==> src/hdl/arp_resolver_with_pending_queue_macros.svh <==
// Assertion macros shared by the ARP resolver RTL.
// Depends on nothing; included by files that carry concurrent assertions.
`ifndef ARP_RESOLVER_WITH_PENDING_QUEUE_MACROS_SVH
`define ARP_RESOLVER_WITH_PENDING_QUEUE_MACROS_SVH

// Same-cycle implication, checked outside reset.
`define ARP_ASSERT_NOW(label, clk, rst_n, pre, post, msg) \
	label: assert property (@(posedge clk) disable iff (!rst_n) (pre) |-> (post)) \
		else $error(msg);

// Next-cycle implication, checked outside reset.
`define ARP_ASSERT_NEXT(label, clk, rst_n, pre, post, msg) \
	label: assert property (@(posedge clk) disable iff (!rst_n) (pre) |=> (post)) \
		else $error(msg);

`endif

==> src/hdl/arp_pkg.sv <==
// Package of the ARP resolver: field widths, codes, defaults and the result type.
// Depends on nothing; used by the interfaces, the output stage and the top level.
`timescale 1ns / 1ps
`default_nettype none

package arp_pkg;

	// Field widths of the channels.
	localparam int MAC_W  = 48;
	localparam int IP_W   = 32;
	localparam int TAG_W  = 16;
	localparam int TIME_W = 32;
	localparam int HOLD_W = 16;
	localparam int LIFE_W = 20;
	localparam int ELAP_W = 16;
	localparam int OPC_W  = 16;
	localparam int KIND_W = 3;
	localparam int ACT_W  = 2;
	localparam int FT_W   = 2;
	localparam int CIDX_W = 2;

	// Defaults of the structural parameters.
	localparam int CACHE_ENTRIES_DEF   = 16;
	localparam int REQUEST_ENTRIES_DEF = 16;
	localparam int QUEUE_DEPTH_DEF     = 16;
	localparam int TAG_BITS_DEF        = 16;

	// Results one item may cause at most.
	localparam int MAX_RESULTS = 16;
	localparam int NCNT_W      = $clog2(MAX_RESULTS + 1);

	localparam logic [HOLD_W-1:0] HOLD_RESET = HOLD_W'(5000);
	localparam logic [LIFE_W-1:0] LIFE_RESET = LIFE_W'(30000);
	localparam logic [MAC_W-1:0]  BCAST_MAC  = {MAC_W{1'b1}};

	// Actions of an input item.
	localparam logic [ACT_W-1:0] ACT_SEND = 2'd0;
	localparam logic [ACT_W-1:0] ACT_RECV = 2'd1;
	localparam logic [ACT_W-1:0] ACT_TICK = 2'd2;

	// Frame types of a received frame.
	localparam logic [FT_W-1:0] FT_IPV4 = 2'd0;
	localparam logic [FT_W-1:0] FT_ARP  = 2'd1;

	localparam logic [OPC_W-1:0] OP_REPLY = 16'd2;

	// Configuration register indexes.
	localparam logic [CIDX_W-1:0] REG_MY_MAC = 2'd0;
	localparam logic [CIDX_W-1:0] REG_MY_IP  = 2'd1;
	localparam logic [CIDX_W-1:0] REG_HOLD   = 2'd2;
	localparam logic [CIDX_W-1:0] REG_LIFE   = 2'd3;

	// Result kinds.
	typedef enum logic [KIND_W-1:0] {
		K_IPV4    = 3'd0,
		K_REQ     = 3'd1,
		K_REPLY   = 3'd2,
		K_DELIVER = 3'd3,
		K_DROP    = 3'd4
	} kind_t;

	// One result beat.
	typedef struct packed {
		logic [KIND_W-1:0] kind;
		logic [MAC_W-1:0]  dst_mac;
		logic [IP_W-1:0]   target_ip;
		logic [MAC_W-1:0]  target_mac;
		logic [TAG_W-1:0]  out_tag;
		logic              last;
	} res_t;

	// Control from the sequencer to the output stage.
	typedef struct packed {
		logic emit;
		logic fin;
	} out_ctl_t;

endpackage

`default_nettype wire

==> src/hdl/arp_if.sv <==
// Channel interfaces of the ARP resolver: input items, results, register writes.
// Depends on arp_pkg for the field widths.
`timescale 1ns / 1ps
`default_nettype none

interface arp_item_if import arp_pkg::*; ();
	logic              valid;
	logic              ready;
	logic [ACT_W-1:0]  action;
	logic [IP_W-1:0]   hop_addr;
	logic [TAG_W-1:0]  datagram_tag;
	logic [FT_W-1:0]   frame_type;
	logic [MAC_W-1:0]  frame_dst_mac;
	logic [MAC_W-1:0]  frame_src_mac;
	logic              payload_ok;
	logic [OPC_W-1:0]  arp_opcode;
	logic [MAC_W-1:0]  arp_sender_mac;
	logic [IP_W-1:0]   arp_sender_ip;
	logic [IP_W-1:0]   arp_target_ip;
	logic [ELAP_W-1:0] elapsed_ms;

	modport source (output valid, action, hop_addr, datagram_tag, frame_type,
		frame_dst_mac, frame_src_mac, payload_ok, arp_opcode, arp_sender_mac,
		arp_sender_ip, arp_target_ip, elapsed_ms, input ready);
	modport sink (input valid, action, hop_addr, datagram_tag, frame_type,
		frame_dst_mac, frame_src_mac, payload_ok, arp_opcode, arp_sender_mac,
		arp_sender_ip, arp_target_ip, elapsed_ms, output ready);
endinterface

interface arp_result_if import arp_pkg::*; ();
	logic              valid;
	logic              ready;
	logic [KIND_W-1:0] kind;
	logic [MAC_W-1:0]  dst_mac;
	logic [IP_W-1:0]   target_ip;
	logic [MAC_W-1:0]  target_mac;
	logic [TAG_W-1:0]  out_tag;
	logic              last;

	modport source (output valid, kind, dst_mac, target_ip, target_mac, out_tag, last,
		input ready);
	modport sink (input valid, kind, dst_mac, target_ip, target_mac, out_tag, last,
		output ready);
endinterface

interface arp_cfg_if import arp_pkg::*; ();
	logic              valid;
	logic              ready;
	logic [CIDX_W-1:0] index;
	logic [MAC_W-1:0]  data;

	modport source (output valid, index, data, input ready);
	modport sink (input valid, index, data, output ready);
endinterface

`default_nettype wire

==> src/hdl/arp_resolver_with_pending_queue.sv <==
// Top level of the ARP resolver: register file, sequencer, cache, request and
// queue memories. Depends on arp_pkg, arp_if, arp_ram, arp_out and the macro header.
//
// Channel  Role    Beat
// item     sink    one send, received frame or tick
// result   source  one result, last set on the final one of an item
// cfg      sink    one register write (index, data)
//
// A tick makes one pass over the cache memory, one entry a cycle.
// A send makes one pass over the cache memory and, on a miss, a further pass over the request table.
// A reply flush makes one cache pass per queued datagram.
// Reset is asynchronous; valid bits clear at once, so there is no clearing pass.
// Results sit in a stage and an output register; the next item is taken while they wait.
`timescale 1ns / 1ps
`default_nettype none
`include "arp_resolver_with_pending_queue_macros.svh"

module arp_resolver_with_pending_queue import arp_pkg::*; #(
	parameter int CACHE_ENTRIES   = CACHE_ENTRIES_DEF,
	parameter int REQUEST_ENTRIES = REQUEST_ENTRIES_DEF,
	parameter int QUEUE_DEPTH     = QUEUE_DEPTH_DEF,
	parameter int TAG_BITS        = TAG_BITS_DEF
) (
	input  wire logic    clk,
	input  wire logic    arst_n,
	arp_item_if.sink     item,
	arp_result_if.source result,
	arp_cfg_if.sink      cfg
);

	localparam int CIW  = $clog2(CACHE_ENTRIES);
	localparam int CCW  = $clog2(CACHE_ENTRIES + 1);
	localparam int RIW  = $clog2(REQUEST_ENTRIES);
	localparam int RCW  = $clog2(REQUEST_ENTRIES + 1);
	localparam int QIW  = $clog2(QUEUE_DEPTH);
	localparam int QCW  = $clog2(QUEUE_DEPTH + 1);
	localparam int QTW  = (TAG_BITS < TAG_W) ? TAG_BITS : TAG_W;
	localparam int CDW  = IP_W + MAC_W + TIME_W;
	localparam int RDW  = IP_W + TIME_W;
	localparam int QDW  = QTW + IP_W;

	typedef enum logic [3:0] {
		S_IDLE, S_CSCAN, S_RSCAN, S_SREQ, S_SQUEUE, S_LEARN, S_REPLY,
		S_HIT, S_DELIV, S_FRD, S_FWAIT, S_FDEC, S_FIN
	} state_t;

	typedef enum logic [2:0] {
		M_SEND, M_LEARN_BC, M_LEARN_RP, M_TICK, M_FLUSH
	} mode_t;

	state_t state_q;
	mode_t  mode_q;

	// Configuration registers.
	logic [MAC_W-1:0]  my_mac_q;
	logic [IP_W-1:0]   my_ip_q;
	logic [HOLD_W-1:0] hold_q;
	logic [LIFE_W-1:0] life_q;

	// Item and engine state.
	logic [TIME_W-1:0] now_q;
	logic [QCW-1:0]    qcount_q;
	logic [IP_W-1:0]   key_q;
	logic [QTW-1:0]    tag_q;
	logic [MAC_W-1:0]  smac_q;
	logic [MAC_W-1:0]  fsrc_q;
	logic [CACHE_ENTRIES-1:0]   cvalid_q;
	logic [REQUEST_ENTRIES-1:0] rvalid_q;

	// Cache pass.
	logic [CCW-1:0]    ci_q;
	logic [CIW-1:0]    ck_q;
	logic              ck_vld_q;
	logic              chit_q;
	logic [CIW-1:0]    chit_idx_q;
	logic [MAC_W-1:0]  chit_mac_q;
	logic              cold_vld_q;
	logic [CIW-1:0]    cold_idx_q;
	logic [TIME_W-1:0] cold_age_q;

	// Request table pass.
	logic [RCW-1:0]    ri_q;
	logic [RIW-1:0]    rk_q;
	logic              rk_vld_q;
	logic              rhit_q;
	logic [RIW-1:0]    rhit_idx_q;
	logic [TIME_W-1:0] rhit_time_q;
	logic              rold_vld_q;
	logic [RIW-1:0]    rold_idx_q;
	logic [TIME_W-1:0] rold_age_q;

	// Queue flush.
	logic [QCW-1:0]    qi_q;
	logic [QCW-1:0]    w_q;
	logic [QTW-1:0]    fl_tag_q;
	logic [NCNT_W-1:0] n_q;

	// Memory ports.
	logic           c_we;
	logic [CIW-1:0] c_waddr;
	logic [CDW-1:0] c_wdata;
	logic [CDW-1:0] c_rdata;
	logic           r_we;
	logic [RIW-1:0] r_waddr;
	logic [RDW-1:0] r_wdata;
	logic [RDW-1:0] r_rdata;
	logic           q_we;
	logic [QIW-1:0] q_waddr;
	logic [QDW-1:0] q_wdata;
	logic [QDW-1:0] q_rdata;

	logic [IP_W-1:0]   c_rd_ip;
	logic [MAC_W-1:0]  c_rd_mac;
	logic [TIME_W-1:0] c_rd_time;
	logic [TIME_W-1:0] c_age;
	logic [IP_W-1:0]   r_rd_ip;
	logic [TIME_W-1:0] r_rd_time;
	logic [TIME_W-1:0] r_age;

	logic           c_inv_any;
	logic [CIW-1:0] c_inv_idx;
	logic           r_inv_any;
	logic [RIW-1:0] r_inv_idx;
	logic [CIW-1:0] learn_idx;
	logic [RIW-1:0] rslot;
	logic           due;
	logic           qfull;
	logic           fl_emit;
	logic           accept;
	logic           bc_hit;
	logic           rp_hit;
	logic           dl_hit;

	out_ctl_t ctl;
	res_t     rin;
	logic     ack;

	// Register writes are always taken.
	assign cfg.ready = 1'b1;

	always_ff @(posedge clk or negedge arst_n) begin
		if (!arst_n) begin
			my_mac_q <= '0;
			my_ip_q  <= '0;
			hold_q   <= HOLD_RESET;
			life_q   <= LIFE_RESET;
		end else if (cfg.valid) begin
			case (cfg.index)
				REG_MY_MAC: my_mac_q <= cfg.data;
				REG_MY_IP:  my_ip_q  <= cfg.data[IP_W-1:0];
				REG_HOLD:   hold_q   <= cfg.data[HOLD_W-1:0];
				REG_LIFE:   life_q   <= cfg.data[LIFE_W-1:0];
				default: ;
			endcase
		end
	end

	// Memory read data fields and ages.
	assign c_rd_ip   = c_rdata[CDW-1 -: IP_W];
	assign c_rd_mac  = c_rdata[TIME_W +: MAC_W];
	assign c_rd_time = c_rdata[TIME_W-1:0];
	assign c_age     = now_q - c_rd_time;
	assign r_rd_ip   = r_rdata[RDW-1 -: IP_W];
	assign r_rd_time = r_rdata[TIME_W-1:0];
	assign r_age     = now_q - r_rd_time;

	// Lowest free slot of each table.
	always_comb begin
		c_inv_any = 1'b0;
		c_inv_idx = '0;
		for (int i = CACHE_ENTRIES - 1; i >= 0; i--) begin
			if (!cvalid_q[i]) begin
				c_inv_any = 1'b1;
				c_inv_idx = CIW'(i);
			end
		end
	end

	always_comb begin
		r_inv_any = 1'b0;
		r_inv_idx = '0;
		for (int i = REQUEST_ENTRIES - 1; i >= 0; i--) begin
			if (!rvalid_q[i]) begin
				r_inv_any = 1'b1;
				r_inv_idx = RIW'(i);
			end
		end
	end

	// Slot choice: matching entry, else free, else oldest.
	assign learn_idx = chit_q ? chit_idx_q : (c_inv_any ? c_inv_idx : cold_idx_q);
	assign rslot     = rhit_q ? rhit_idx_q : (r_inv_any ? r_inv_idx : rold_idx_q);
	assign due       = !rhit_q || ((now_q - rhit_time_q) > TIME_W'(hold_q));
	assign qfull     = qcount_q >= QCW'(QUEUE_DEPTH);
	assign fl_emit   = chit_q && (n_q < NCNT_W'(MAX_RESULTS));

	// Receive decisions on the live item.
	assign bc_hit = (item.frame_dst_mac == BCAST_MAC) && item.payload_ok
		&& (item.arp_target_ip == my_ip_q);
	assign rp_hit = (item.frame_dst_mac == my_mac_q) && item.payload_ok
		&& (item.arp_opcode == OP_REPLY) && (item.arp_target_ip == my_ip_q);
	assign dl_hit = (item.frame_dst_mac == my_mac_q) && item.payload_ok;

	assign item.ready = (state_q == S_IDLE);
	assign accept     = item.valid && item.ready;

	// Memory write ports.
	assign c_we    = (state_q == S_LEARN);
	assign c_waddr = learn_idx;
	assign c_wdata = {key_q, smac_q, now_q};
	assign r_we    = (state_q == S_SREQ) && due && ack;
	assign r_waddr = rslot;
	assign r_wdata = {key_q, now_q};

	always_comb begin
		q_we    = 1'b0;
		q_waddr = w_q[QIW-1:0];
		q_wdata = {fl_tag_q, key_q};
		case (state_q)
			S_SQUEUE: begin
				q_we    = !qfull;
				q_waddr = qcount_q[QIW-1:0];
				q_wdata = {tag_q, key_q};
			end
			S_FDEC: begin
				q_we = !fl_emit;
			end
			default: ;
		endcase
	end

	// Result beats by state.
	always_comb begin
		ctl = '0;
		rin = '0;
		case (state_q)
			S_HIT: begin
				ctl.emit    = 1'b1;
				rin.kind    = K_IPV4;
				rin.dst_mac = chit_mac_q;
				rin.out_tag = TAG_W'(tag_q);
			end
			S_DELIV: begin
				ctl.emit    = 1'b1;
				rin.kind    = K_DELIVER;
				rin.out_tag = TAG_W'(tag_q);
			end
			S_REPLY: begin
				ctl.emit       = 1'b1;
				rin.kind       = K_REPLY;
				rin.dst_mac    = smac_q;
				rin.target_ip  = key_q;
				rin.target_mac = fsrc_q;
			end
			S_SREQ: begin
				ctl.emit      = due;
				rin.kind      = K_REQ;
				rin.dst_mac   = BCAST_MAC;
				rin.target_ip = key_q;
			end
			S_SQUEUE: begin
				ctl.emit    = qfull;
				rin.kind    = K_DROP;
				rin.out_tag = TAG_W'(tag_q);
			end
			S_FDEC: begin
				ctl.emit    = fl_emit;
				rin.kind    = K_IPV4;
				rin.dst_mac = chit_mac_q;
				rin.out_tag = TAG_W'(fl_tag_q);
			end
			S_FIN: begin
				ctl.fin = 1'b1;
			end
			default: ;
		endcase
	end

	// Sequencer and scan datapath.
	always_ff @(posedge clk or negedge arst_n) begin
		if (!arst_n) begin
			state_q     <= S_IDLE;
			mode_q      <= M_SEND;
			now_q       <= '0;
			qcount_q    <= '0;
			cvalid_q    <= '0;
			rvalid_q    <= '0;
			key_q       <= '0;
			tag_q       <= '0;
			smac_q      <= '0;
			fsrc_q      <= '0;
			ci_q        <= '0;
			ck_q        <= '0;
			ck_vld_q    <= 1'b0;
			chit_q      <= 1'b0;
			chit_idx_q  <= '0;
			chit_mac_q  <= '0;
			cold_vld_q  <= 1'b0;
			cold_idx_q  <= '0;
			cold_age_q  <= '0;
			ri_q        <= '0;
			rk_q        <= '0;
			rk_vld_q    <= 1'b0;
			rhit_q      <= 1'b0;
			rhit_idx_q  <= '0;
			rhit_time_q <= '0;
			rold_vld_q  <= 1'b0;
			rold_idx_q  <= '0;
			rold_age_q  <= '0;
			qi_q        <= '0;
			w_q         <= '0;
			fl_tag_q    <= '0;
			n_q         <= '0;
		end else begin
			case (state_q)
				S_IDLE: begin
					if (accept) begin
						key_q      <= (item.action == ACT_SEND) ? item.hop_addr
							: item.arp_sender_ip;
						tag_q      <= item.datagram_tag[QTW-1:0];
						smac_q     <= item.arp_sender_mac;
						fsrc_q     <= item.frame_src_mac;
						ci_q       <= '0;
						ck_vld_q   <= 1'b0;
						chit_q     <= 1'b0;
						cold_vld_q <= 1'b0;
						case (item.action)
							ACT_SEND: begin
								mode_q  <= M_SEND;
								state_q <= S_CSCAN;
							end
							ACT_RECV: begin
								if (item.frame_type == FT_ARP) begin
									if (bc_hit) begin
										mode_q  <= M_LEARN_BC;
										state_q <= S_CSCAN;
									end else if (rp_hit) begin
										mode_q  <= M_LEARN_RP;
										state_q <= S_CSCAN;
									end
								end else if (item.frame_type == FT_IPV4 && dl_hit) begin
									state_q <= S_DELIV;
								end
							end
							ACT_TICK: begin
								now_q   <= now_q + TIME_W'(item.elapsed_ms);
								mode_q  <= M_TICK;
								state_q <= S_CSCAN;
							end
							default: ;
						endcase
					end
				end

				// One cache entry read per cycle, each checked in the cycle after its read.
				S_CSCAN: begin
					if (ci_q < CCW'(CACHE_ENTRIES)) begin
						ci_q     <= ci_q + 1'b1;
						ck_q     <= ci_q[CIW-1:0];
						ck_vld_q <= 1'b1;
					end else begin
						ck_vld_q <= 1'b0;
					end
					if (ck_vld_q) begin
						if (mode_q == M_TICK) begin
							if (cvalid_q[ck_q] && (c_age > TIME_W'(life_q))) begin
								cvalid_q[ck_q] <= 1'b0;
							end
						end else begin
							if (cvalid_q[ck_q] && (c_rd_ip == key_q) && !chit_q) begin
								chit_q     <= 1'b1;
								chit_idx_q <= ck_q;
								chit_mac_q <= c_rd_mac;
							end
							if (!cold_vld_q || (c_age > cold_age_q)) begin
								cold_vld_q <= 1'b1;
								cold_idx_q <= ck_q;
								cold_age_q <= c_age;
							end
						end
					end
					if (ci_q == CCW'(CACHE_ENTRIES) && !ck_vld_q) begin
						case (mode_q)
							M_SEND: begin
								if (chit_q) begin
									state_q <= S_HIT;
								end else begin
									ri_q       <= '0;
									rk_vld_q   <= 1'b0;
									rhit_q     <= 1'b0;
									rold_vld_q <= 1'b0;
									state_q    <= S_RSCAN;
								end
							end
							M_LEARN_BC, M_LEARN_RP: state_q <= S_LEARN;
							M_FLUSH:                state_q <= S_FDEC;
							default:                state_q <= S_IDLE;
						endcase
					end
				end

				// Same walk over the request table.
				S_RSCAN: begin
					if (ri_q < RCW'(REQUEST_ENTRIES)) begin
						ri_q     <= ri_q + 1'b1;
						rk_q     <= ri_q[RIW-1:0];
						rk_vld_q <= 1'b1;
					end else begin
						rk_vld_q <= 1'b0;
					end
					if (rk_vld_q) begin
						if (rvalid_q[rk_q] && (r_rd_ip == key_q) && !rhit_q) begin
							rhit_q      <= 1'b1;
							rhit_idx_q  <= rk_q;
							rhit_time_q <= r_rd_time;
						end
						if (!rold_vld_q || (r_age > rold_age_q)) begin
							rold_vld_q <= 1'b1;
							rold_idx_q <= rk_q;
							rold_age_q <= r_age;
						end
					end
					if (ri_q == RCW'(REQUEST_ENTRIES) && !rk_vld_q) begin
						state_q <= S_SREQ;
					end
				end

				S_SREQ: begin
					if (!due) begin
						state_q <= S_SQUEUE;
					end else if (ack) begin
						rvalid_q[rslot] <= 1'b1;
						state_q         <= S_SQUEUE;
					end
				end

				S_SQUEUE: begin
					if (qfull) begin
						if (ack) begin
							state_q <= S_FIN;
						end
					end else begin
						qcount_q <= qcount_q + 1'b1;
						state_q  <= S_FIN;
					end
				end

				S_LEARN: begin
					cvalid_q[learn_idx] <= 1'b1;
					if (mode_q == M_LEARN_BC) begin
						state_q <= S_REPLY;
					end else begin
						qi_q    <= '0;
						w_q     <= '0;
						n_q     <= '0;
						state_q <= S_FRD;
					end
				end

				S_REPLY, S_HIT, S_DELIV: begin
					if (ack) begin
						state_q <= S_FIN;
					end
				end

				// Flush: read each queued datagram and look its hop up.
				S_FRD: begin
					if (qi_q < qcount_q) begin
						state_q <= S_FWAIT;
					end else begin
						qcount_q <= w_q;
						state_q  <= S_FIN;
					end
				end

				S_FWAIT: begin
					key_q      <= q_rdata[IP_W-1:0];
					fl_tag_q   <= q_rdata[QDW-1 -: QTW];
					mode_q     <= M_FLUSH;
					ci_q       <= '0;
					ck_vld_q   <= 1'b0;
					chit_q     <= 1'b0;
					cold_vld_q <= 1'b0;
					state_q    <= S_CSCAN;
				end

				// Send a resolved datagram or keep it, compacted in order.
				S_FDEC: begin
					if (fl_emit) begin
						if (ack) begin
							n_q     <= n_q + 1'b1;
							qi_q    <= qi_q + 1'b1;
							state_q <= S_FRD;
						end
					end else begin
						w_q     <= w_q + 1'b1;
						qi_q    <= qi_q + 1'b1;
						state_q <= S_FRD;
					end
				end

				S_FIN: begin
					if (ack) begin
						state_q <= S_IDLE;
					end
				end

				default: state_q <= S_IDLE;
			endcase
		end
	end

	arp_ram #(.WIDTH(CDW), .DEPTH(CACHE_ENTRIES)) u_cache_ram (
		.clk   (clk),
		.we    (c_we),
		.waddr (c_waddr),
		.wdata (c_wdata),
		.raddr (ci_q[CIW-1:0]),
		.rdata (c_rdata)
	);

	arp_ram #(.WIDTH(RDW), .DEPTH(REQUEST_ENTRIES)) u_req_ram (
		.clk   (clk),
		.we    (r_we),
		.waddr (r_waddr),
		.wdata (r_wdata),
		.raddr (ri_q[RIW-1:0]),
		.rdata (r_rdata)
	);

	arp_ram #(.WIDTH(QDW), .DEPTH(QUEUE_DEPTH)) u_queue_ram (
		.clk   (clk),
		.we    (q_we),
		.waddr (q_waddr),
		.wdata (q_wdata),
		.raddr (qi_q[QIW-1:0]),
		.rdata (q_rdata)
	);

	arp_out u_out (
		.clk    (clk),
		.arst_n (arst_n),
		.ctl    (ctl),
		.rin    (rin),
		.ack    (ack),
		.result (result)
	);

	// Checks on queue bookkeeping and time.
	`ARP_ASSERT_NOW(a_qcount_bound, clk, arst_n, 1'b1, qcount_q <= QCW'(QUEUE_DEPTH), "queue count beyond depth")
	`ARP_ASSERT_NOW(a_flush_order, clk, arst_n, state_q == S_FDEC, (w_q <= qi_q) && (qi_q < qcount_q), "flush write index passed read index")
	`ARP_ASSERT_NOW(a_result_limit, clk, arst_n, 1'b1, n_q <= NCNT_W'(MAX_RESULTS), "too many results for one item")
	`ARP_ASSERT_NEXT(a_tick_time, clk, arst_n, accept && (item.action == ACT_TICK), now_q == $past(now_q + TIME_W'(item.elapsed_ms)), "tick did not advance time")

endmodule

`default_nettype wire

==> src/hdl/arp_ram.sv <==
// Generic simple dual-port RAM: one write port, one read port, registered read data.
// Depends on nothing.
`timescale 1ns / 1ps
`default_nettype none

module arp_ram #(
	parameter int WIDTH = 8,
	parameter int DEPTH = 16,
	localparam int AW = (DEPTH > 1) ? $clog2(DEPTH) : 1
) (
	input  wire logic             clk,
	input  wire logic             we,
	input  wire logic [AW-1:0]    waddr,
	input  wire logic [WIDTH-1:0] wdata,
	input  wire logic [AW-1:0]    raddr,
	output logic      [WIDTH-1:0] rdata
);

	logic [WIDTH-1:0] mem [DEPTH];

	// Write and registered read.
	always_ff @(posedge clk) begin
		if (we) begin
			mem[waddr] <= wdata;
		end
		rdata <= mem[raddr];
	end

endmodule

`default_nettype wire

==> src/hdl/arp_out.sv <==
// Result output stage: one staging register that waits for the last flag, then the
// output register that drives the result channel. Depends on arp_pkg and arp_if.
`timescale 1ns / 1ps
`default_nettype none

module arp_out import arp_pkg::*; (
	input  wire logic     clk,
	input  wire logic     arst_n,
	input  wire out_ctl_t ctl,
	input  wire res_t     rin,
	output logic          ack,
	arp_result_if.source  result
);

	logic stg_vld_q;
	res_t stg_q;
	logic out_vld_q;
	res_t out_q;
	logic ofree;
	logic move;

	// The staged beat leaves once the next one arrives or the item ends, and the output register is free.
	assign ofree = !out_vld_q || result.ready;
	assign ack   = !stg_vld_q || ofree;
	assign move  = stg_vld_q && ofree && (ctl.emit || ctl.fin);

	always_ff @(posedge clk or negedge arst_n) begin
		if (!arst_n) begin
			stg_vld_q <= 1'b0;
			out_vld_q <= 1'b0;
			stg_q     <= '0;
			out_q     <= '0;
		end else begin
			if (move) begin
				out_q     <= res_t'({stg_q[$bits(res_t)-1:1], ctl.fin});
				out_vld_q <= 1'b1;
			end else if (out_vld_q && result.ready) begin
				out_vld_q <= 1'b0;
			end
			if (ctl.emit && ack) begin
				stg_q     <= rin;
				stg_vld_q <= 1'b1;
			end else if (ctl.fin && ack) begin
				stg_vld_q <= 1'b0;
			end
		end
	end

	assign result.valid      = out_vld_q;
	assign result.kind       = out_q.kind;
	assign result.dst_mac    = out_q.dst_mac;
	assign result.target_ip  = out_q.target_ip;
	assign result.target_mac = out_q.target_mac;
	assign result.out_tag    = out_q.out_tag;
	assign result.last       = out_q.last;

endmodule

`default_nettype wire
==> src/flat_wrapper.sv <==
// flat-port wrapper written by rule: the top's interface ports become plain ports
module arp_resolver_with_pending_queue_flat import arp_pkg::*;
#(
	parameter int CACHE_ENTRIES   = CACHE_ENTRIES_DEF,
	parameter int REQUEST_ENTRIES = REQUEST_ENTRIES_DEF,
	parameter int QUEUE_DEPTH     = QUEUE_DEPTH_DEF,
	parameter int TAG_BITS        = TAG_BITS_DEF
)
  (clk, arst_n, item_valid, item_action, item_hop_addr, item_datagram_tag, item_frame_type, item_frame_dst_mac, item_frame_src_mac, item_payload_ok, item_arp_opcode, item_arp_sender_mac, item_arp_sender_ip, item_arp_target_ip, item_elapsed_ms, item_ready, result_valid, result_kind, result_dst_mac, result_target_ip, result_target_mac, result_out_tag, result_last, result_ready, cfg_valid, cfg_index, cfg_data, cfg_ready);
  arp_item_if item_i ();
  arp_result_if result_i ();
  arp_cfg_if cfg_i ();
  input  wire logic clk;
  input  wire logic arst_n;
  input wire logic [$bits(item_i.valid)-1:0] item_valid;
  input wire logic [$bits(item_i.action)-1:0] item_action;
  input wire logic [$bits(item_i.hop_addr)-1:0] item_hop_addr;
  input wire logic [$bits(item_i.datagram_tag)-1:0] item_datagram_tag;
  input wire logic [$bits(item_i.frame_type)-1:0] item_frame_type;
  input wire logic [$bits(item_i.frame_dst_mac)-1:0] item_frame_dst_mac;
  input wire logic [$bits(item_i.frame_src_mac)-1:0] item_frame_src_mac;
  input wire logic [$bits(item_i.payload_ok)-1:0] item_payload_ok;
  input wire logic [$bits(item_i.arp_opcode)-1:0] item_arp_opcode;
  input wire logic [$bits(item_i.arp_sender_mac)-1:0] item_arp_sender_mac;
  input wire logic [$bits(item_i.arp_sender_ip)-1:0] item_arp_sender_ip;
  input wire logic [$bits(item_i.arp_target_ip)-1:0] item_arp_target_ip;
  input wire logic [$bits(item_i.elapsed_ms)-1:0] item_elapsed_ms;
  output wire logic [$bits(item_i.ready)-1:0] item_ready;
  output wire logic [$bits(result_i.valid)-1:0] result_valid;
  output wire logic [$bits(result_i.kind)-1:0] result_kind;
  output wire logic [$bits(result_i.dst_mac)-1:0] result_dst_mac;
  output wire logic [$bits(result_i.target_ip)-1:0] result_target_ip;
  output wire logic [$bits(result_i.target_mac)-1:0] result_target_mac;
  output wire logic [$bits(result_i.out_tag)-1:0] result_out_tag;
  output wire logic [$bits(result_i.last)-1:0] result_last;
  input wire logic [$bits(result_i.ready)-1:0] result_ready;
  input wire logic [$bits(cfg_i.valid)-1:0] cfg_valid;
  input wire logic [$bits(cfg_i.index)-1:0] cfg_index;
  input wire logic [$bits(cfg_i.data)-1:0] cfg_data;
  output wire logic [$bits(cfg_i.ready)-1:0] cfg_ready;
  assign item_i.valid = item_valid;
  assign item_i.action = item_action;
  assign item_i.hop_addr = item_hop_addr;
  assign item_i.datagram_tag = item_datagram_tag;
  assign item_i.frame_type = item_frame_type;
  assign item_i.frame_dst_mac = item_frame_dst_mac;
  assign item_i.frame_src_mac = item_frame_src_mac;
  assign item_i.payload_ok = item_payload_ok;
  assign item_i.arp_opcode = item_arp_opcode;
  assign item_i.arp_sender_mac = item_arp_sender_mac;
  assign item_i.arp_sender_ip = item_arp_sender_ip;
  assign item_i.arp_target_ip = item_arp_target_ip;
  assign item_i.elapsed_ms = item_elapsed_ms;
  assign item_ready = item_i.ready;
  assign result_valid = result_i.valid;
  assign result_kind = result_i.kind;
  assign result_dst_mac = result_i.dst_mac;
  assign result_target_ip = result_i.target_ip;
  assign result_target_mac = result_i.target_mac;
  assign result_out_tag = result_i.out_tag;
  assign result_last = result_i.last;
  assign result_i.ready = result_ready;
  assign cfg_i.valid = cfg_valid;
  assign cfg_i.index = cfg_index;
  assign cfg_i.data = cfg_data;
  assign cfg_ready = cfg_i.ready;
  arp_resolver_with_pending_queue #(.CACHE_ENTRIES(CACHE_ENTRIES), .REQUEST_ENTRIES(REQUEST_ENTRIES), .QUEUE_DEPTH(QUEUE_DEPTH), .TAG_BITS(TAG_BITS)) u_core (.clk(clk), .arst_n(arst_n), .item(item_i), .result(result_i), .cfg(cfg_i));
endmodule
==> config.mk <==
export PLATFORM = sky130hd
export DESIGN_NAME = arp_resolver_with_pending_queue_flat
export DESIGN_NICKNAME = d
export VERILOG_FILES = /design/src/hdl/arp_pkg.sv /design/src/hdl/arp_if.sv /design/src/hdl/arp_resolver_with_pending_queue.sv /design/src/hdl/arp_ram.sv /design/src/hdl/arp_out.sv /design/src/flat_wrapper.sv
export VERILOG_INCLUDE_DIRS = /design/src /design/src/hdl
export SDC_FILE = /design/constraint.sdc
export NUM_CORES = 2
export LEC_CHECK = 0
export BUFFER_PORTS_ARGS = -buffer_cell sky130_fd_sc_hd__buf_2
export CAP_MARGIN = 40
export CORE_MARGIN = 2
export CORE_UTILIZATION = 60
export CTS_CLUSTER_DIAMETER = 200
export CTS_CLUSTER_SIZE = 28
export DETAILED_ROUTE_END_ITERATION = 10
export PLACE_DENSITY = 0.77
export SYNTH_ARGS = -nofsm -noshare
export SYNTH_HDL_FRONTEND = slang
export SYNTH_SLANG_ARGS = --single-unit
export TNS_END_PERCENT = 50
==> constraint.sdc <==
create_clock -name clk -period 15.3 [get_ports clk]
set_input_delay 3.06 -clock clk [delete_from_list [all_inputs] [get_ports clk]]
set_output_delay 3.06 -clock clk [all_outputs]
set_load 0.01 [all_outputs]
* After elaboration in Yosys (flattened, before gate mapping) *
Memory sizes are Yosys's and may differ from the RTL's. A register that Yosys moved wholly into a read port is not among the register bits.
Index checks and enable logic that the tools add are counted.

operators by class
  add/subtract/negate cells = 10
  $lt $le $gt $ge = 16
  eq/ne operators = 61
  muxes and demuxes = 173
  bitwise operators = 5
  reduce and logical (&&, ||, !) cells = 89

operators with widths
  operator              count
  $mux 4                52
  $pmux 48 s3           1
  $eq 32x32->1          3
  $mux 32               3
  $mux 48               2
  $sub 32x32->32        3
  $mux 5                14
  $gt 32x32->1          2
  $mux 1                64
  $pmux 16 s2           2
  $pmux 32 s2           1
  $pmux 5 s2            5
  $eq 48x48->1          1
  $eq 48x48->1 const B  1
  $mux 16               3
  $pmux 4 s11           1
  $add 32x16->32        1
  $gt 32x16->1          1
  $gt 32x20->1          1
  $ne 2x1->1 const B    16
  $or 16x16->16         2
  $add 5x1->5 const B   6
  $logic_and 1x1->1     25
  $reduce_and 3->1      8
  49 further kinds      136

word-level totals
  register bits after elaboration = 848
  memory bits (writable) = 3,584
  output and inout bits = 151
  logic and storage cells = 406
  memories = 3

memories
  memory                  words  width  rd ports  clocked after Yosys merged registers in  wr ports  line           RTL
  u_core.u_cache_ram.mem  16     112    1         1                                        1         arp_ram.sv:19  logic [WIDTH-1:0] mem [DEPTH];
  u_core.u_req_ram.mem    16     64     1         1                                        1         arp_ram.sv:19
  u_core.u_queue_ram.mem  16     48     1         1                                        1         arp_ram.sv:19

* Longest topological paths before layout *
  word-level depth = 24
  depth in mapped cells = 28

* Cells and area by module *
Synthesis repeated with hierarchy kept, for this count alone.

second synthesis, totals
  cell total of the unflattened synthesis = 10,013
  area total of the unflattened synthesis = 184,199.2 µm²

by module, submodules not included
  module                           times used  cells each  area an instance (µm²)
  arp_ram (u_core.u_cache_ram)     1           2,864       69,168.8
  arp_ram (u_core.u_req_ram)       1           1,647       39,581.7
  arp_resolver_with_pending_queue  1           3,628       34,239.1
  arp_ram (u_core.u_queue_ram)     1           1,242       29,691.0
  arp_out                          1           632         11,518.5

* Least setup slack after synthesis *
Ideal clock, no wire load.

  path kind = register to register
  start point = reg u_core.now_q[1]
  end point = mem u_core.u_req_ram.mem[10][0] (netlist bit), enable pin
  library setup time = 644 ps
  data arrival time = 11,026 ps
  slack = 3,630 ps
  stages on the path, launching flop included = 24
  buffers on the path = 2
  period minus slack after synthesis = 11,670 ps
  cells stage by stage = dfrtp_1 inv_1 fa_1 nand2b_1 a21oi_2 o21ai_0 and2_1 o21ai_0 a21o_1 a21oi_1 xnor2_1 ha_1 nand4_1 or4_1 a21oi_1 nor3_1 o21ai_0 a2111o_1 a2111o_1 nor4_4 or3_1 buf_2 buf_2 nor4_1

on the way
  word-level cells in the longest chain between the ends = 7

ends and longest elaborated chain
  what                             line                                    RTL
  start: declaration               arp_resolver_with_pending_queue.sv:61   logic [TIME_W-1:0] now_q;
  start signal: assignment         arp_resolver_with_pending_queue.sv:346  now_q <= now_q + TIME_W'(item.elapsed_ms);
  $sub 32x32->32                   arp_resolver_with_pending_queue.sv:193  assign due = !rhit_q || ((now_q - rhit_time_q) > TIME_W'(hold_q));
  $gt 32x16->1                     arp_resolver_with_pending_queue.sv:193
  $logic_or 1x1->1                 arp_resolver_with_pending_queue.sv:193
  $logic_and 1x1->1 (2 in series)  arp_resolver_with_pending_queue.sv:211  assign r_we = (state_q == S_SREQ) && due && ack;
  $mux 1                           arp_ram.sv:23                           if (we) begin
  $mux 1 (not written as such)     arp_ram.sv:24                           mem[waddr] <= wdata;
  end: declaration                 arp_ram.sv:19

Every way passes these cells.

* Final worst setup path *
  start point = reg u_core.now_q[0]
  end point = reg u_core.u_out.out_q, in the netlist u_core.u_out.result.target_mac[12]

on the way
  word-level cells in the longest chain between the ends = 6

ends and longest elaborated chain
  what                    line                                    RTL
  $sub 32x32->32          arp_resolver_with_pending_queue.sv:193
  $gt 32x16->1            arp_resolver_with_pending_queue.sv:193
  $logic_or 1x1->1        arp_resolver_with_pending_queue.sv:193
  $pmux 1 s4              arp_resolver_with_pending_queue.sv:236  case (state_q)
  $logic_or 1x1->1        arp_out.sv:25                           assign move = stg_vld_q && ofree && (ctl.emit || ctl.fin);
  $logic_and 1x1->1       arp_out.sv:25
  end signal: assignment  arp_out.sv:35                           out_q <= res_t'({stg_q[$bits(res_t)-1:1], ctl.fin});
  end: declaration        arp_out.sv:18                           res_t out_q;

Every way passes these cells.
A chain may end at the register's enable or synchronous reset.

==> results.py <==
metrics = {
    "die": {
        "row_count": 203,
        "die_w_um": 558,
        "core_um2": 306000,
        "ioPinCount": 499,
        "die_area_um2": 311000,
        "start_util_pct": 60.3,
        "die_y_um": 558,
    },
    "cells_and_area": {
        "multi_input_area_um2": 48200,
        "layout-drive-gt1-share_pct": 22.2,
        "most-common-layout-cells": "edfxtp_1 (3,584), mux4_2 (938), dfrtp_1 (819)",
        "postLayoutCoreUtil_pct": 65.5,
        "final_common_cell": "edfxtp_1",
        "regArea_um2": 133000,
        "stdcell_count": 14900,
        "synthToLayoutAreaGrowth_pct": 8.66,
        "fillers": 19700,
        "nets": 11200,
    },
    "routing": {
        "drt-initial-drc-count": 12300,
        "vias": 98400,
        "first_pass_iters": 6,
        "drc": 0,
        "wl_um": 450000,
        "ant_nets": 0,
        "wire_per_inst_um": 30.2,
        "avgViaCountPerCell": 6.62,
    },
    "critical_path": {
        "r2r_cells": 27,
        "cp.required_ns": 16.10,
        "crit_arrival_ns": 9.03,
        "start_kind": "flip-flop",
        "crit_fanout": 58,
        "crit_type": "flip-flop to flip-flop",
        "endpoint_kind": "flip-flop",
    },
    "hold_path": {
        "hold_depth": 2,
        "hold_path.class": "flip-flop to flip-flop",
    },
    "logic_synthesis": {
        "syn-cell-area_um2": 184000,
        "async_flop_share_pct": 18.2,
        "ys_seq_elements": 4656,
        "ys_warn_count": 0,
        "synth_top_area_cell": "edfxtp_1",
        "synth_top_area_share_pct": 58.4,
        "synth-xor-area-share_pct": 1.20,
        "synthFlopType": "edfxtp_1",
        "synth.yosys.seq_area_share_pct": 72.4,
        "synthMuxAreaShare_pct": 15.7,
        "synthSimpleGateAreaFrac_pct": 3.25,
        "ys_top_cells_by_area": "edfxtp_1 (58%), mux4_2 (11%), dfrtp_1 (11%)",
        "synth_cell_types": 85,
        "synthAdderAreaFrac_pct": 1.58,
        "synth_edf_count": 3584,
        "avgSynthCellArea_um2": 18.3,
        "synth_top_family_by_area": "multiplexers",
        "synth_nets": 10700,
        "netlist_instances": 10100,
        "synth-compound-area-share_pct": 4.30,
    },
    "placed_design": {
        "dp_slack_ns": 7.12,
        "hpwl_um": 265000,
        "gp_congestion": 0.928,
        "dp_cells": 14500,
        "port_buffers": 497,
    },
    "clock_network": {
        "numCtsBuffers": 188,
        "clockRootBuffer": "clkbuf_16",
        "clock_latency_ns": 0.96,
        "cts.clk_slew.worst_paths_ns": 0.12,
        "post_cts.repair.setup_buffers": 0,
        "cts_tree": "built",
        "clockBufferDepth": 4,
        "post_cts_resized": 0,
        "htreeDepth": 4,
        "ctsHoldBuffers": 0,
        "clock_sinks": 4656,
    },
    "power": {
        "ir_worst_vdd_uv": 115,
        "leakage_uw": 0.0702,
        "powerDensity_nw_per_um2": 169,
    },
    "timing": {
        "period_needed_ns": 8.23,
        "slew_violations": 0,
        "max_slew_margin_pct": 29.1,
        "fin_skew_ns": 0.0890,
        "hold-worst-slack_ns": 0.422,
        "tightest_slew_ns": 1.06,
        "setup_slack_ns": 7.07,
        "max_freq_mhz": 121,
        "post-route-period-util_pct": 53.8,
        "hold_viol": 0,
        "tns_ns": 0,
        "setup_viol": 0,
        "rsz0062_at_grt": "false",
    },
    "run_status": {
        "outcome": "finished clean",
    },
    "global_routing": {
        "grt_pass1_wl_um": 656000,
        "first_global_vias": 98700,
        "overflow": 0,
        "grt_max_degree": 162,
        "grtUsageTotal_pct": 28.8,
        "antenna_found_initial": 30,
    },
    "run": {
        "max-cap-violations": 0,
    },
}
## cell usage after synthesis (226+ instances only)
cell      number
nand2_1      712
edfxtp_1    3584
a21oi_1      229
mux4_2       938
nor2_1       246
o21ai_0      298
inv_1        284
clkbuf_1     354
ha_1         226
mux2_2       313
mux2i_1      231
dfrtp_1      836
## flip-flops by register name, summed over array words and instances (netlist names), 64 cells and up
name and cells:
u_core.u_queue_ram.mem 768, u_core.u_cache_ram.mem 1792, u_core.u_req_ram.mem 1024, u_core.u_req_ram.rdata 64, u_core.u_out.stg_q 147, u_core.u_cache_ram.rdata 112
## cells by family (layout without fill, tap and decap cells)
logic type	count (synthesis)	in the layout
buffers and inverters	764	1447
and+or+nand+nor	1343	1343
other	1	20
muxes	1647	1647
AOI/OAI and AO/OA	1185	1185
xor gates and xnor gates	252	252
adders and majority gates	230	230
DFF	4656	4656
## stage by stage
stage                     instance area, µm²  power [µW]
after detailed placement              194000       27900
final                                 200000       33900
after global placement                192000       27300
after floorplan                       184000       24200
after CTS                             200000       33900
after global routing                  200000       35300
## power breakdown
part / internal, µW / switching [µW] / total [µW]
Sequential: 16000 / 1210 / 17200
Clock: 2410 / 3730 / 6150
Combinational: 4390 / 6080 / 10500
## worst max-delay path, cell delays in order, from the launching register on
cell	delay [ns]
dfrtp_1	0.71
buf_8	0.25
inv_1	0.11
ha_1	0.23
fa_1	0.42
nand2b_1	0.20
a21oi_2	0.25
o21ai_0	0.14
and2_1	0.21
o21ai_0	0.30
a21o_1	0.17
a21oi_1	0.07
xnor2_1	0.16
ha_1	0.32
nand4_1	0.14
or4_1	0.60
a21oi_1	0.15
nor3_1	0.07
o21ai_0	0.21
a2111o_1	0.15
a2111o_1	0.21
nor3_2	0.15
buf_6	0.18
a21oi_4	0.11
buf_4	0.61
buf_4	0.70
buf_4	0.75
mux2_1	0.39
## path summary, 6_finish.rpt
| path | to | slack [ns] | startpoint |
|---|---|---|---|
| min in group asynchronous | u_core.my_ip_q[29] | 2.18 | arst_n |
| worst max-delay path | u_core.u_out.result.target_mac[12] | 7.07 | u_core.now_q[0] |
| worst max register to register | u_core.u_out.result.target_mac[12] | 7.07 | u_core.now_q[0] |
| worst min-delay path | u_core.fl_tag_q[12] | 0.42 | u_core.u_queue_ram.rdata[44] |
| worst min register to register | u_core.fl_tag_q[12] | 0.42 | u_core.u_queue_ram.rdata[44] |
| max in group asynchronous | u_core.u_out.stg_q[29] | 10.27 | arst_n |
## area by class of cell
cell class / count / area share (%)
clock buffer: 337 / 2.65
inverter: 284 / 0.563
sequential: 4656 / 66.7
tap: 4100 / 2.56
multi-input combinational: 4658 / 24.1
antenna: 19 / 0.0238
timing repair buffer: 814 / 3.32
clock inverter: 12 / 0.116
## routing by layer
layer | wire [µm] | part of all wire (%) | track usage (%)
met1 | 171000 | 38 | 40.5
met4 | 16500 | 3.7 | 9.72
met5 | 65 | 0.014 | 0
met3 | 42200 | 9.4 | 4.47
met2 | 220000 | 49 | 46.7
Note: power is estimated with default switching activity, not from simulation.
